$ cat src/design/sjisr_pkg.sv
package sjisr_pkg;

  localparam int unsigned MAX_MATCH_BYTES_DEF   = 16;
  localparam int unsigned MAX_REPLACE_BYTES_DEF = 16;
  localparam int unsigned REG_BYTES             = 16;
  localparam int unsigned QUEUE_DEPTH           = 4;

  localparam logic [7:0] LEAD_LOW        = 8'd129;
  localparam logic [7:0] LEAD_HIGH_END   = 8'd159;
  localparam logic [7:0] LEAD_HIGH_START = 8'd224;

  localparam logic [15:0] COUNT_MAX = 16'hFFFF;

  typedef enum logic [2:0] {
    REG_MATCH_LOW    = 3'd0,
    REG_MATCH_HIGH   = 3'd1,
    REG_MATCH_LENGTH = 3'd2,
    REG_REPLACE_LOW  = 3'd3,
    REG_REPLACE_HIGH = 3'd4,
    REG_REPLACE_LEN  = 3'd5
  } reg_index_e;

  typedef enum logic {
    CMD_PASS = 1'b0,
    CMD_REPL = 1'b1
  } cmd_kind_e;

  typedef struct packed {
    logic [7:0] source_byte;
    logic       end_of_text;
  } in_item_t;

  typedef struct packed {
    logic        out_valid;
    logic [7:0]  out_byte;
    logic        out_last;
    logic [15:0] replace_count;
  } out_item_t;

  typedef struct packed {
    logic [63:0] match_low_bytes;
    logic [63:0] match_high_bytes;
    logic [4:0]  match_length;
    logic [63:0] replace_low_bytes;
    logic [63:0] replace_high_bytes;
    logic [4:0]  replace_length;
  } cfg_t;

  typedef struct packed {
    cmd_kind_e   kind;
    logic [7:0]  data;
    logic        last;
    logic [15:0] count;
  } cmd_t;

  function automatic logic is_lead(input logic [7:0] b);
    return (b >= LEAD_LOW) && ((b <= LEAD_HIGH_END) || (b >= LEAD_HIGH_START));
  endfunction

endpackage

$ cat src/design/sjisr_front.sv
module sjisr_front
  import sjisr_pkg::*;
#(
  parameter int unsigned MAX_MATCH_BYTES = MAX_MATCH_BYTES_DEF
) (
  input  logic     clk_i,
  input  logic     rst_ni,
  input  cfg_t     cfg_i,
  input  logic     in_valid_i,
  output logic     in_ready_o,
  input  in_item_t in_item_i,
  output logic     cmd_valid_o,
  input  logic     cmd_ready_i,
  output cmd_t     cmd_o
);

  localparam int unsigned WIN   = (MAX_MATCH_BYTES < REG_BYTES) ? MAX_MATCH_BYTES : REG_BYTES;
  localparam int unsigned LEN_W = $clog2(WIN + 1);

  logic [7:0]       win_q [WIN];
  logic [7:0]       win_d [WIN];
  logic [LEN_W-1:0] fill_q, fill_d;
  logic [LEN_W-1:0] len_q, len_d;
  logic             pend_q, pend_d;
  logic             end_q, end_d;
  logic [15:0]      cnt_q, cnt_d;

  logic [127:0]     match_all;
  logic [4:0]       eff_len;
  logic             all_eq;
  logic             act_need;
  logic             act;
  logic             accept;
  logic             match;
  logic             last;
  logic [LEN_W-1:0] fill_after;
  logic [15:0]      cnt_inc;

  assign match_all = {cfg_i.match_high_bytes, cfg_i.match_low_bytes};

  always_comb begin
    eff_len = cfg_i.match_length;
    if (eff_len == 5'd0) begin
      eff_len = 5'd1;
    end
    if (eff_len > 5'(REG_BYTES)) begin
      eff_len = 5'(REG_BYTES);
    end
    if (eff_len > 5'(WIN)) begin
      eff_len = 5'(WIN);
    end
  end

  always_comb begin
    all_eq = 1'b1;
    for (int i = 0; i < WIN; i++) begin
      if ((LEN_W'(i) < len_q) && (win_q[i] != match_all[8*i +: 8])) begin
        all_eq = 1'b0;
      end
    end
  end

  assign act_need   = (fill_q != '0) && (pend_q || (fill_q >= len_q) || end_q);
  assign in_ready_o = !act_need;
  assign accept     = in_valid_i && !act_need;
  assign act        = act_need && cmd_ready_i;
  assign match      = !pend_q && (fill_q >= len_q) && all_eq;
  assign fill_after = match ? '0 : fill_q - LEN_W'(1);
  assign last       = end_q && (fill_after == '0);
  assign cnt_inc    = (match && (cnt_q != COUNT_MAX)) ? cnt_q + 16'd1 : cnt_q;

  assign cmd_valid_o = act_need;
  always_comb begin
    cmd_o.kind  = match ? CMD_REPL : CMD_PASS;
    cmd_o.data  = win_q[0];
    cmd_o.last  = last;
    cmd_o.count = last ? cnt_inc : 16'd0;
  end

  always_comb begin
    win_d  = win_q;
    fill_d = fill_q;
    len_d  = len_q;
    pend_d = pend_q;
    end_d  = end_q;
    cnt_d  = cnt_q;
    if (accept) begin
      for (int i = 0; i < WIN; i++) begin
        if (fill_q == LEN_W'(i)) begin
          win_d[i] = in_item_i.source_byte;
        end
      end
      fill_d = fill_q + LEN_W'(1);
      end_d  = in_item_i.end_of_text;
      if (fill_q == '0) begin
        len_d = LEN_W'(eff_len);
      end
    end else if (act) begin
      for (int i = 0; i < WIN - 1; i++) begin
        win_d[i] = win_q[i+1];
      end
      fill_d = fill_after;
      pend_d = !pend_q && !match && is_lead(win_q[0]);
      cnt_d  = cnt_inc;
      if (last) begin
        pend_d = 1'b0;
        end_d  = 1'b0;
        cnt_d  = 16'd0;
      end
    end
  end

  always_ff @(posedge clk_i) begin
    win_q <= win_d;
  end

  always_ff @(posedge clk_i or negedge rst_ni) begin
    if (!rst_ni) begin
      fill_q <= '0;
      len_q  <= LEN_W'(1);
      pend_q <= 1'b0;
      end_q  <= 1'b0;
      cnt_q  <= 16'd0;
    end else begin
      fill_q <= fill_d;
      len_q  <= len_d;
      pend_q <= pend_d;
      end_q  <= end_d;
      cnt_q  <= cnt_d;
    end
  end

endmodule

$ cat src/design/sjisr_queue.sv
module sjisr_queue
  import sjisr_pkg::*;
(
  input  logic clk_i,
  input  logic rst_ni,
  input  logic push_valid_i,
  output logic push_ready_o,
  input  cmd_t push_cmd_i,
  output logic pop_valid_o,
  input  logic pop_ready_i,
  output cmd_t pop_cmd_o
);

  localparam int unsigned PTR_W = $clog2(QUEUE_DEPTH);
  localparam int unsigned CNT_W = $clog2(QUEUE_DEPTH + 1);

  cmd_t             mem_q [QUEUE_DEPTH];
  logic [PTR_W-1:0] wr_q, wr_d;
  logic [PTR_W-1:0] rd_q, rd_d;
  logic [CNT_W-1:0] cnt_q, cnt_d;
  logic             push;
  logic             pop;

  assign push_ready_o = (cnt_q != CNT_W'(QUEUE_DEPTH));
  assign pop_valid_o  = (cnt_q != '0);
  assign push         = push_valid_i && push_ready_o;
  assign pop          = pop_valid_o && pop_ready_i;
  assign pop_cmd_o    = mem_q[rd_q];

  always_comb begin
    wr_d  = push ? wr_q + PTR_W'(1) : wr_q;
    rd_d  = pop ? rd_q + PTR_W'(1) : rd_q;
    cnt_d = cnt_q;
    if (push && !pop) begin
      cnt_d = cnt_q + CNT_W'(1);
    end else if (pop && !push) begin
      cnt_d = cnt_q - CNT_W'(1);
    end
  end

  always_ff @(posedge clk_i) begin
    if (push) begin
      mem_q[wr_q] <= push_cmd_i;
    end
  end

  always_ff @(posedge clk_i or negedge rst_ni) begin
    if (!rst_ni) begin
      wr_q  <= '0;
      rd_q  <= '0;
      cnt_q <= '0;
    end else begin
      wr_q  <= wr_d;
      rd_q  <= rd_d;
      cnt_q <= cnt_d;
    end
  end

endmodule

$ cat src/design/sjisr_back.sv
module sjisr_back
  import sjisr_pkg::*;
#(
  parameter int unsigned MAX_REPLACE_BYTES = MAX_REPLACE_BYTES_DEF
) (
  input  logic      clk_i,
  input  logic      rst_ni,
  input  cfg_t      cfg_i,
  input  logic      cmd_valid_i,
  output logic      cmd_ready_o,
  input  cmd_t      cmd_i,
  output logic      res_valid_o,
  input  logic      res_ready_i,
  output out_item_t res_item_o
);

  localparam int unsigned RW    = (MAX_REPLACE_BYTES < REG_BYTES) ? MAX_REPLACE_BYTES : REG_BYTES;
  localparam int unsigned IDX_W = (RW > 1) ? $clog2(RW) : 1;

  cmd_t             cmd_q;
  logic             cmd_v_q, cmd_v_d;
  logic [IDX_W-1:0] idx_q, idx_d;
  logic             out_v_q, out_v_d;
  out_item_t        out_q;

  logic [127:0]     rep_all;
  logic [4:0]       rep_len;
  logic [6:0]       rep_off;
  out_item_t        item;
  logic             gen;
  logic             fin;
  logic             skip;
  logic             load;
  logic             done;

  assign rep_all = {cfg_i.replace_high_bytes, cfg_i.replace_low_bytes};
  assign rep_off = 7'(idx_q) << 3;

  always_comb begin
    rep_len = cfg_i.replace_length;
    if (rep_len > 5'(REG_BYTES)) begin
      rep_len = 5'(REG_BYTES);
    end
    if (rep_len > 5'(RW)) begin
      rep_len = 5'(RW);
    end
  end

  always_comb begin
    item.out_valid = 1'b1;
    item.out_byte  = cmd_q.data;
    item.out_last  = cmd_q.last;
    gen            = cmd_v_q;
    fin            = 1'b1;
    unique case (cmd_q.kind)
      CMD_PASS: begin
        fin = 1'b1;
      end
      CMD_REPL: begin
        if (rep_len == 5'd0) begin
          gen            = cmd_v_q && cmd_q.last;
          item.out_valid = 1'b0;
          item.out_byte  = 8'd0;
        end else begin
          item.out_byte = rep_all[rep_off +: 8];
          fin           = (5'(idx_q) == rep_len - 5'd1);
          item.out_last = cmd_q.last && fin;
        end
      end
      default: begin
        gen = 1'b0;
      end
    endcase
    item.replace_count = item.out_last ? cmd_q.count : 16'd0;
  end

  assign skip        = cmd_v_q && (cmd_q.kind == CMD_REPL) && (rep_len == 5'd0) && !cmd_q.last;
  assign load        = gen && (!out_v_q || res_ready_i);
  assign done        = (load && fin) || skip;
  assign cmd_ready_o = !cmd_v_q || done;

  always_comb begin
    cmd_v_d = cmd_v_q;
    idx_d   = idx_q;
    if (done) begin
      idx_d = '0;
    end else if (load) begin
      idx_d = idx_q + IDX_W'(1);
    end
    if (cmd_ready_o) begin
      cmd_v_d = cmd_valid_i;
    end
    out_v_d = out_v_q;
    if (load) begin
      out_v_d = 1'b1;
    end else if (res_ready_i) begin
      out_v_d = 1'b0;
    end
  end

  always_ff @(posedge clk_i) begin
    if (cmd_ready_o && cmd_valid_i) begin
      cmd_q <= cmd_i;
    end
    if (load) begin
      out_q <= item;
    end
  end

  always_ff @(posedge clk_i or negedge rst_ni) begin
    if (!rst_ni) begin
      cmd_v_q <= 1'b0;
      idx_q   <= '0;
      out_v_q <= 1'b0;
    end else begin
      cmd_v_q <= cmd_v_d;
      idx_q   <= idx_d;
      out_v_q <= out_v_d;
    end
  end

  assign res_valid_o = out_v_q;
  assign res_item_o  = out_q;

endmodule

$ cat src/design/sjis_stream_replace_top.sv
// A source byte passes the front window, the request queue, the back command register and the
// output register. The front takes no new source byte while its window append/decide step has a
// decision pending. The back emits a replacement burst one byte per result, and the end flush
// passes the bytes left in the window one at a time; a 4-entry request queue separates the two.
// Reset: asynchronous, active low; clears control state, the replacement count and all
// configuration registers to their reset values. Window contents stay undefined until written.
module sjis_stream_replace_top
  import sjisr_pkg::*;
#(
  parameter int unsigned MAX_MATCH_BYTES   = MAX_MATCH_BYTES_DEF,
  parameter int unsigned MAX_REPLACE_BYTES = MAX_REPLACE_BYTES_DEF
) (
  input  logic       clk_i,
  input  logic       rst_ni,
  input  logic       cfg_we_i,
  input  logic [2:0] cfg_index_i,
  input  logic [63:0] cfg_wdata_i,
  input  logic       in_valid_i,
  output logic       in_ready_o,
  input  in_item_t   in_item_i,
  output logic       res_valid_o,
  input  logic       res_ready_i,
  output out_item_t  res_item_o
);

  cfg_t cfg_q;
  logic q_push_valid;
  logic q_push_ready;
  cmd_t q_push_cmd;
  logic q_pop_valid;
  logic q_pop_ready;
  cmd_t q_pop_cmd;

  always_ff @(posedge clk_i or negedge rst_ni) begin
    if (!rst_ni) begin
      cfg_q.match_low_bytes    <= 64'd0;
      cfg_q.match_high_bytes   <= 64'd0;
      cfg_q.match_length       <= 5'd1;
      cfg_q.replace_low_bytes  <= 64'd0;
      cfg_q.replace_high_bytes <= 64'd0;
      cfg_q.replace_length     <= 5'd0;
    end else if (cfg_we_i) begin
      case (reg_index_e'(cfg_index_i))
        REG_MATCH_LOW:    cfg_q.match_low_bytes    <= cfg_wdata_i;
        REG_MATCH_HIGH:   cfg_q.match_high_bytes   <= cfg_wdata_i;
        REG_MATCH_LENGTH: cfg_q.match_length       <= cfg_wdata_i[4:0];
        REG_REPLACE_LOW:  cfg_q.replace_low_bytes  <= cfg_wdata_i;
        REG_REPLACE_HIGH: cfg_q.replace_high_bytes <= cfg_wdata_i;
        REG_REPLACE_LEN:  cfg_q.replace_length     <= cfg_wdata_i[4:0];
        default: begin
        end
      endcase
    end
  end

  sjisr_front #(
    .MAX_MATCH_BYTES(MAX_MATCH_BYTES)
  ) u_front (
    .clk_i      (clk_i),
    .rst_ni     (rst_ni),
    .cfg_i      (cfg_q),
    .in_valid_i (in_valid_i),
    .in_ready_o (in_ready_o),
    .in_item_i  (in_item_i),
    .cmd_valid_o(q_push_valid),
    .cmd_ready_i(q_push_ready),
    .cmd_o      (q_push_cmd)
  );

  sjisr_queue u_queue (
    .clk_i       (clk_i),
    .rst_ni      (rst_ni),
    .push_valid_i(q_push_valid),
    .push_ready_o(q_push_ready),
    .push_cmd_i  (q_push_cmd),
    .pop_valid_o (q_pop_valid),
    .pop_ready_i (q_pop_ready),
    .pop_cmd_o   (q_pop_cmd)
  );

  sjisr_back #(
    .MAX_REPLACE_BYTES(MAX_REPLACE_BYTES)
  ) u_back (
    .clk_i      (clk_i),
    .rst_ni     (rst_ni),
    .cfg_i      (cfg_q),
    .cmd_valid_i(q_pop_valid),
    .cmd_ready_o(q_pop_ready),
    .cmd_i      (q_pop_cmd),
    .res_valid_o(res_valid_o),
    .res_ready_i(res_ready_i),
    .res_item_o (res_item_o)
  );

endmodule

$ cat config.mk
export PLATFORM = sky130hd
export DESIGN_NAME = sjis_stream_replace_top
export DESIGN_NICKNAME = d
export VERILOG_FILES = /design/src/design/sjisr_pkg.sv /design/src/design/sjisr_front.sv /design/src/design/sjisr_queue.sv /design/src/design/sjisr_back.sv /design/src/design/sjis_stream_replace_top.sv
export SDC_FILE = /design/constraint.sdc
export NUM_CORES = 1
export LEC_CHECK = 0
export BUFFER_PORTS_ARGS = -buffer_cell sky130_fd_sc_hd__buf_2
export CORE_ASPECT_RATIO = 1.1
export CORE_MARGIN = 1.5
export CORE_UTILIZATION = 39
export CTS_CLUSTER_DIAMETER = 40
export CTS_CLUSTER_SIZE = 16
export DETAILED_ROUTE_END_ITERATION = 12
export MAX_ROUTING_LAYER = met4
export PLACE_DENSITY_LB_ADDON = 0.15
export SYNTH_ARGS = -nofsm -noshare
export SYNTH_HDL_FRONTEND = slang
export SYNTH_SLANG_ARGS = --single-unit
$ cat constraint.sdc
create_clock -name clk_i -period 5.8 [get_ports clk_i]
set_input_delay 0.58 -clock clk_i [delete_from_list [all_inputs] [get_ports clk_i]]
set_output_delay 0.58 -clock clk_i [all_outputs]
set_load 0.05 [all_outputs]
==> flow_results.org <==
** Outcome
- Run status :: complete, no violations

** Power
- For this design the static power due to leakage is 12.7 nW.
- Power Dens Cells :: 604 mW/mm^2
- VDD sags by at most 0.000417 V.

** Worst setup path
- At the worst endpoint, the arrival time is 4.23 ns.
- The worst setup path is of the reg2reg kind.
- Crit Reg-Reg Startpoint :: u_front.fill_q[0]$_DFFE_PN0P_
- CP max stage cell :: sky130_fd_sc_hd__o21ai_0
- Logic depth of the worst register-to-register path :: 10
- For the worst setup path, the data required time is 6.04 ns.
- STA classifies the critical path startpoint as a flop.
- The worst setup path is captured at a flop.
- Largest fanout of any net on the critical path :: 19
- Critical path's largest stage delay :: 1.04 ns
- Origin of the worst setup path :: u_front.fill_q[0]$_DFFE_PN0P_
- Setup slack of the most critical reg-to-reg path :: 1.81 ns
- The critical path goes through inv_1 -> ha_1 -> nand2b_1 -> a211oi_1 -> o21bai_1 -> a2111o_1 -> a21boi_1 -> buf_4 -> nand3_1 -> o21ai_0.
- Capture point of the worst path :: u_front.win_q[63]$_DFFE_PP_
- The endpoint identified for the worst register-to-register timing path is u_front.win_q[63]$_DFFE_PP_.

** Yosys
- Synthesis produced a netlist whose cell count is 1845.
- Simple-gate portion of the synthesized area :: 8.38%
- Synth Area in Compound Gates :: 3.17%
- After synthesis, the largest family of logic cells by area is multiplexers.
- The share of synthesized area in the top cell type comes to 32.9%.
- Dominant register cell in the synthesized netlist :: sky130_fd_sc_hd__dfrtp_1
- Summing the areas of all xor and xnor instances in the mapped netlist gives 5.20% of the synthesized area.
- In the synthesized netlist the async set-or-reset flop fraction comes to 51.9%.
- The number of nets in the synthesized netlist is 1947.
- Each instance of the synthesized netlist takes up on average 14.1 um^2.
- For this run, the number of Yosys warnings is 0.
- Number of different library cells in the post-synthesis netlist :: 66
- The mapped netlist covers 0.0259 mm^2.
- In the post-synthesis netlist, the biggest area contributors are sky130_fd_sc_hd__edfxtp_1, sky130_fd_sc_hd__dfrtp_1, sky130_fd_sc_hd__mux2_2, sky130_fd_sc_hd__mux4_2, sky130_fd_sc_hd__nand2_1.
- Of the total synthesized cell area, the portion taken by full adders, half adders and majority gates is 1.04%.
- The synthesized design spends more area on one cell type than any other, namely sky130_fd_sc_hd__edfxtp_1.
- Seq cells post-synth :: 591
- Number of flops mapped to enable cells by yosys :: 284
- Register area share after synthesis :: 62.5%
- Proportion of synthesized area in mux cells :: 17.7%

** Place
- Cell Count Post-Placement :: 2729
- Worst slack at placement :: 1.77 ns
- Count of input and output buffers :: 108
- Detailed Place HPWL :: 48000 um
- The congestion estimate from routability-driven global placement came to 0.849.

** Final layout
- Layout overhead on the synthesized area :: 19.2%
- Most used cells in the layout excluding fill and tap cells :: sky130_fd_sc_hd__dfrtp_1, sky130_fd_sc_hd__nand2_1, sky130_fd_sc_hd__edfxtp_1
- Leaving out filler cells and counting taps, the final layout contains 2915.
- In the final layout, the share of cells above drive strength 1 is 32.0%.
- Cells fill 47.3% of the core in the end.
- The layout has 5782 filler cells.
- The library cell used most frequently in the layout, excluding fill and tap cells, is sky130_fd_sc_hd__dfrtp_1.
- For this run, the post-layout net count is 2080.

** Detailed routing
- The detailed router finished its first iteration with 1228 violations.
- TritonRoute pass-1 iters :: 5
- Wire length per cell after detailed routing :: 24.1 um
- In the routed layout, each cell is associated on average with a via count of 5.39.
- In this run the remaining antenna-violating nets after routing total 0.
- Vias :: 15700
- Summed over all layers, the routed wires come to 70300 um.
- In the routed design, unresolved DRC markers number 0.

** Floorplan
- The region available for standard cell placement spans 0.0654 mm^2.
- Die Footprint :: 0.0681 mm^2
- Vert. Die Dim :: 273 um
- IO Pins :: 109
- The initialized floorplan defines 98 standard-cell rows.
- The initial utilization of the core area, before any placement, comes to 39.7%.
- The die is 249 um wide.

** Global routing
- Entering global routing, the biggest net connects 114 pins.
- The via count of the first global-routing pass was 16400.
- Initial antenna violation count :: 7
- Wire length of the first global-routing pass :: 106000 um
- GRT overflow :: 0
- For this run, the total global-route usage over all layers was measured as 21.7%.

** Timing
- Setup repair after global routing left no endpoint under its margin.
- Period minus WS final :: 3.99 ns
- Final worst slack :: 1.81 ns
- Dividing the final minimum period by the clock period gives 68.8%.
- Measured against its own limit, the worst slew margin works out to 11.9%.
- The final-report max-slew violation count is 0.
- Final-layout setup total negative slack :: 0 ns
- Derived from the worst setup path, the maximum achievable clock frequency is 251 MHz.
- Clock skew on the completed layout was measured at 0.0229 ns.
- Hold violation count in the final report :: 0
- Final hold analysis gives a worst-case slack of 0.148 ns.
- At the pin with the least slew margin, the transition time is 1.31 ns.
- Number of setup violations in the final report :: 0

** Min path
- Path category of the worst min-delay check :: in2reg

** Clock network
- Number of buffers added by the clock tree synthesis step :: 96
- No sink is reached through more buffers than the 3 on the longest clock path.
- CTS root buffer :: sky130_fd_sc_hd__clkbuf_16
- CTS built an H-tree with a depth of 3.
- Count of cells resized by post-cts repair :: 0
- Clock insertion delay at the later pin of the skew report :: 0.64 ns
- Number of sinks driven by the clock tree :: 591
- CTS clk-pin slew, worst paths :: 0.05 ns
- TritonCTS clock tree :: done

** Run
- Across the run, the number of max-cap violations was 0.
==> cells in the mapped netlist (11+ instances only) <==
cell	instances
sky130_fd_sc_hd__mux2_2	268
sky130_fd_sc_hd__nand3_1	16
sky130_fd_sc_hd__xnor2_1	43
sky130_fd_sc_hd__dfrtp_1	305
sky130_fd_sc_hd__inv_1	35
sky130_fd_sc_hd__clkbuf_1	85
sky130_fd_sc_hd__nor3_1	27
sky130_fd_sc_hd__o21ai_0	29
sky130_fd_sc_hd__nand4_1	13
sky130_fd_sc_hd__nand2_1	294
sky130_fd_sc_hd__nor2_1	33
sky130_fd_sc_hd__xor2_1	111
sky130_fd_sc_hd__and3_1	27
sky130_fd_sc_hd__nor4_1	29
sky130_fd_sc_hd__mux4_2	66
sky130_fd_sc_hd__ha_1	20
sky130_fd_sc_hd__edfxtp_1	284
sky130_fd_sc_hd__nand2b_1	11
sky130_fd_sc_hd__a21oi_1	26
==> critical path: cells and delay by family, from the launching register on <==
| family | cells | cell delay, ns |
|---|---|---|
| AO/OA/AOI/OAI | 5 | 2.12 |
| flip-flops | 1 | 0.45 |
| buffers and inverters | 2 | 0.42 |
| AND/OR/NAND/NOR | 2 | 0.30 |
| adder cells (fa/ha/maj) | 1 | 0.29 |
==> worst min-delay path by stage <==
stage,start,end,slack [ns],cells after the start
floorplan,rst_ni,cfg_q[0]$_DFFE_PN0P_,0.28,0
global placement,cfg_q[112]$_DFFE_PN0P_,cfg_q[112]$_DFFE_PN0P_,0.48,1
detailed placement,cfg_q[92]$_DFFE_PN0P_,cfg_q[92]$_DFFE_PN0P_,0.49,1
CTS,in_item_i[5],u_front.win_q[4]$_DFFE_PP_,0.12,1
global route,in_item_i[3],u_front.win_q[2]$_DFFE_PP_,0.13,1
finish,in_item_i[3],u_front.win_q[2]$_DFFE_PP_,0.15,1
==> cells by family after synthesis <==
family / Yosys count
AND/OR/NAND/NOR: 480
buffers and inverters: 132
adder cells (fa/ha/maj): 21
AO/OA/AOI/OAI: 124
multiplexers: 343
flip-flops: 591
XOR/XNOR: 154
==> state kept, by name (all words and copies together), names as in the netlist, 2 cells and up <==
signal / count
u_front.win_q: 120
u_front.cnt_q: 16
u_queue.cnt_q: 3
cfg_q: 266
u_back.idx_q: 4
u_front.len_q: 5
u_front.fill_q: 5
u_back.cmd_q: 26
u_queue.wr_q: 2
u_queue.rd_q: 2
u_queue.mem_q: 104
u_back.res_item_o: 26
u_front.cmd_o: 8
==> area by class of cell <==
cell class | instances | area (um^2) | share of cell area (%)
diodes | 3 | 7.51 | 0.0243
clock buffers | 108 | 2530 | 8.19
clock inverters | 74 | 972 | 3.14
inverters | 36 | 135 | 0.437
multi-input cells | 1122 | 9260 | 29.9
flip-flops and latches | 591 | 16200 | 52.4
well taps | 850 | 1060 | 3.44
repair buffers | 131 | 738 | 2.39
==> metal layers <==
metal / wire length, um / vias up / track usage (%) / share of wire, %
met1: 30400 / 8127 / 27.6 / 43
met3: 3960 / 122 / 4.12 / 5.6
met2: 33300 / 451 / 34.1 / 47
li1: - / 7011 / - / -
met5: 0 / - / - / 0
met4: 2510 / 0 / 8.99 / 3.6
==> repair_timing <==
item,CTS,global route
hold buffers,1,0
endpoints found under the hold margin,2,0
endpoints found under the setup margin,0,0
setup buffers,0,0
==> metrics by stage <==
stage	total power, mW	area [um^2]
2_1_floorplan	10.8	25900
3_3_place_gp	12.6	27400
3_5_place_dp	12.7	27400
4_1_cts	18.9	30900
5_1_grt	19.6	30900
6_report	18.7	30900
==> report_power, final <==
group	total, mW	internal, mW	switching, mW
registers	7.55	6.49	1.06
logic	5.03	1.95	3.08
clock network	6.09	3.88	2.21
total	18.7	12.3	6.35
Note: power is estimated with default switching activity, not from simulation.
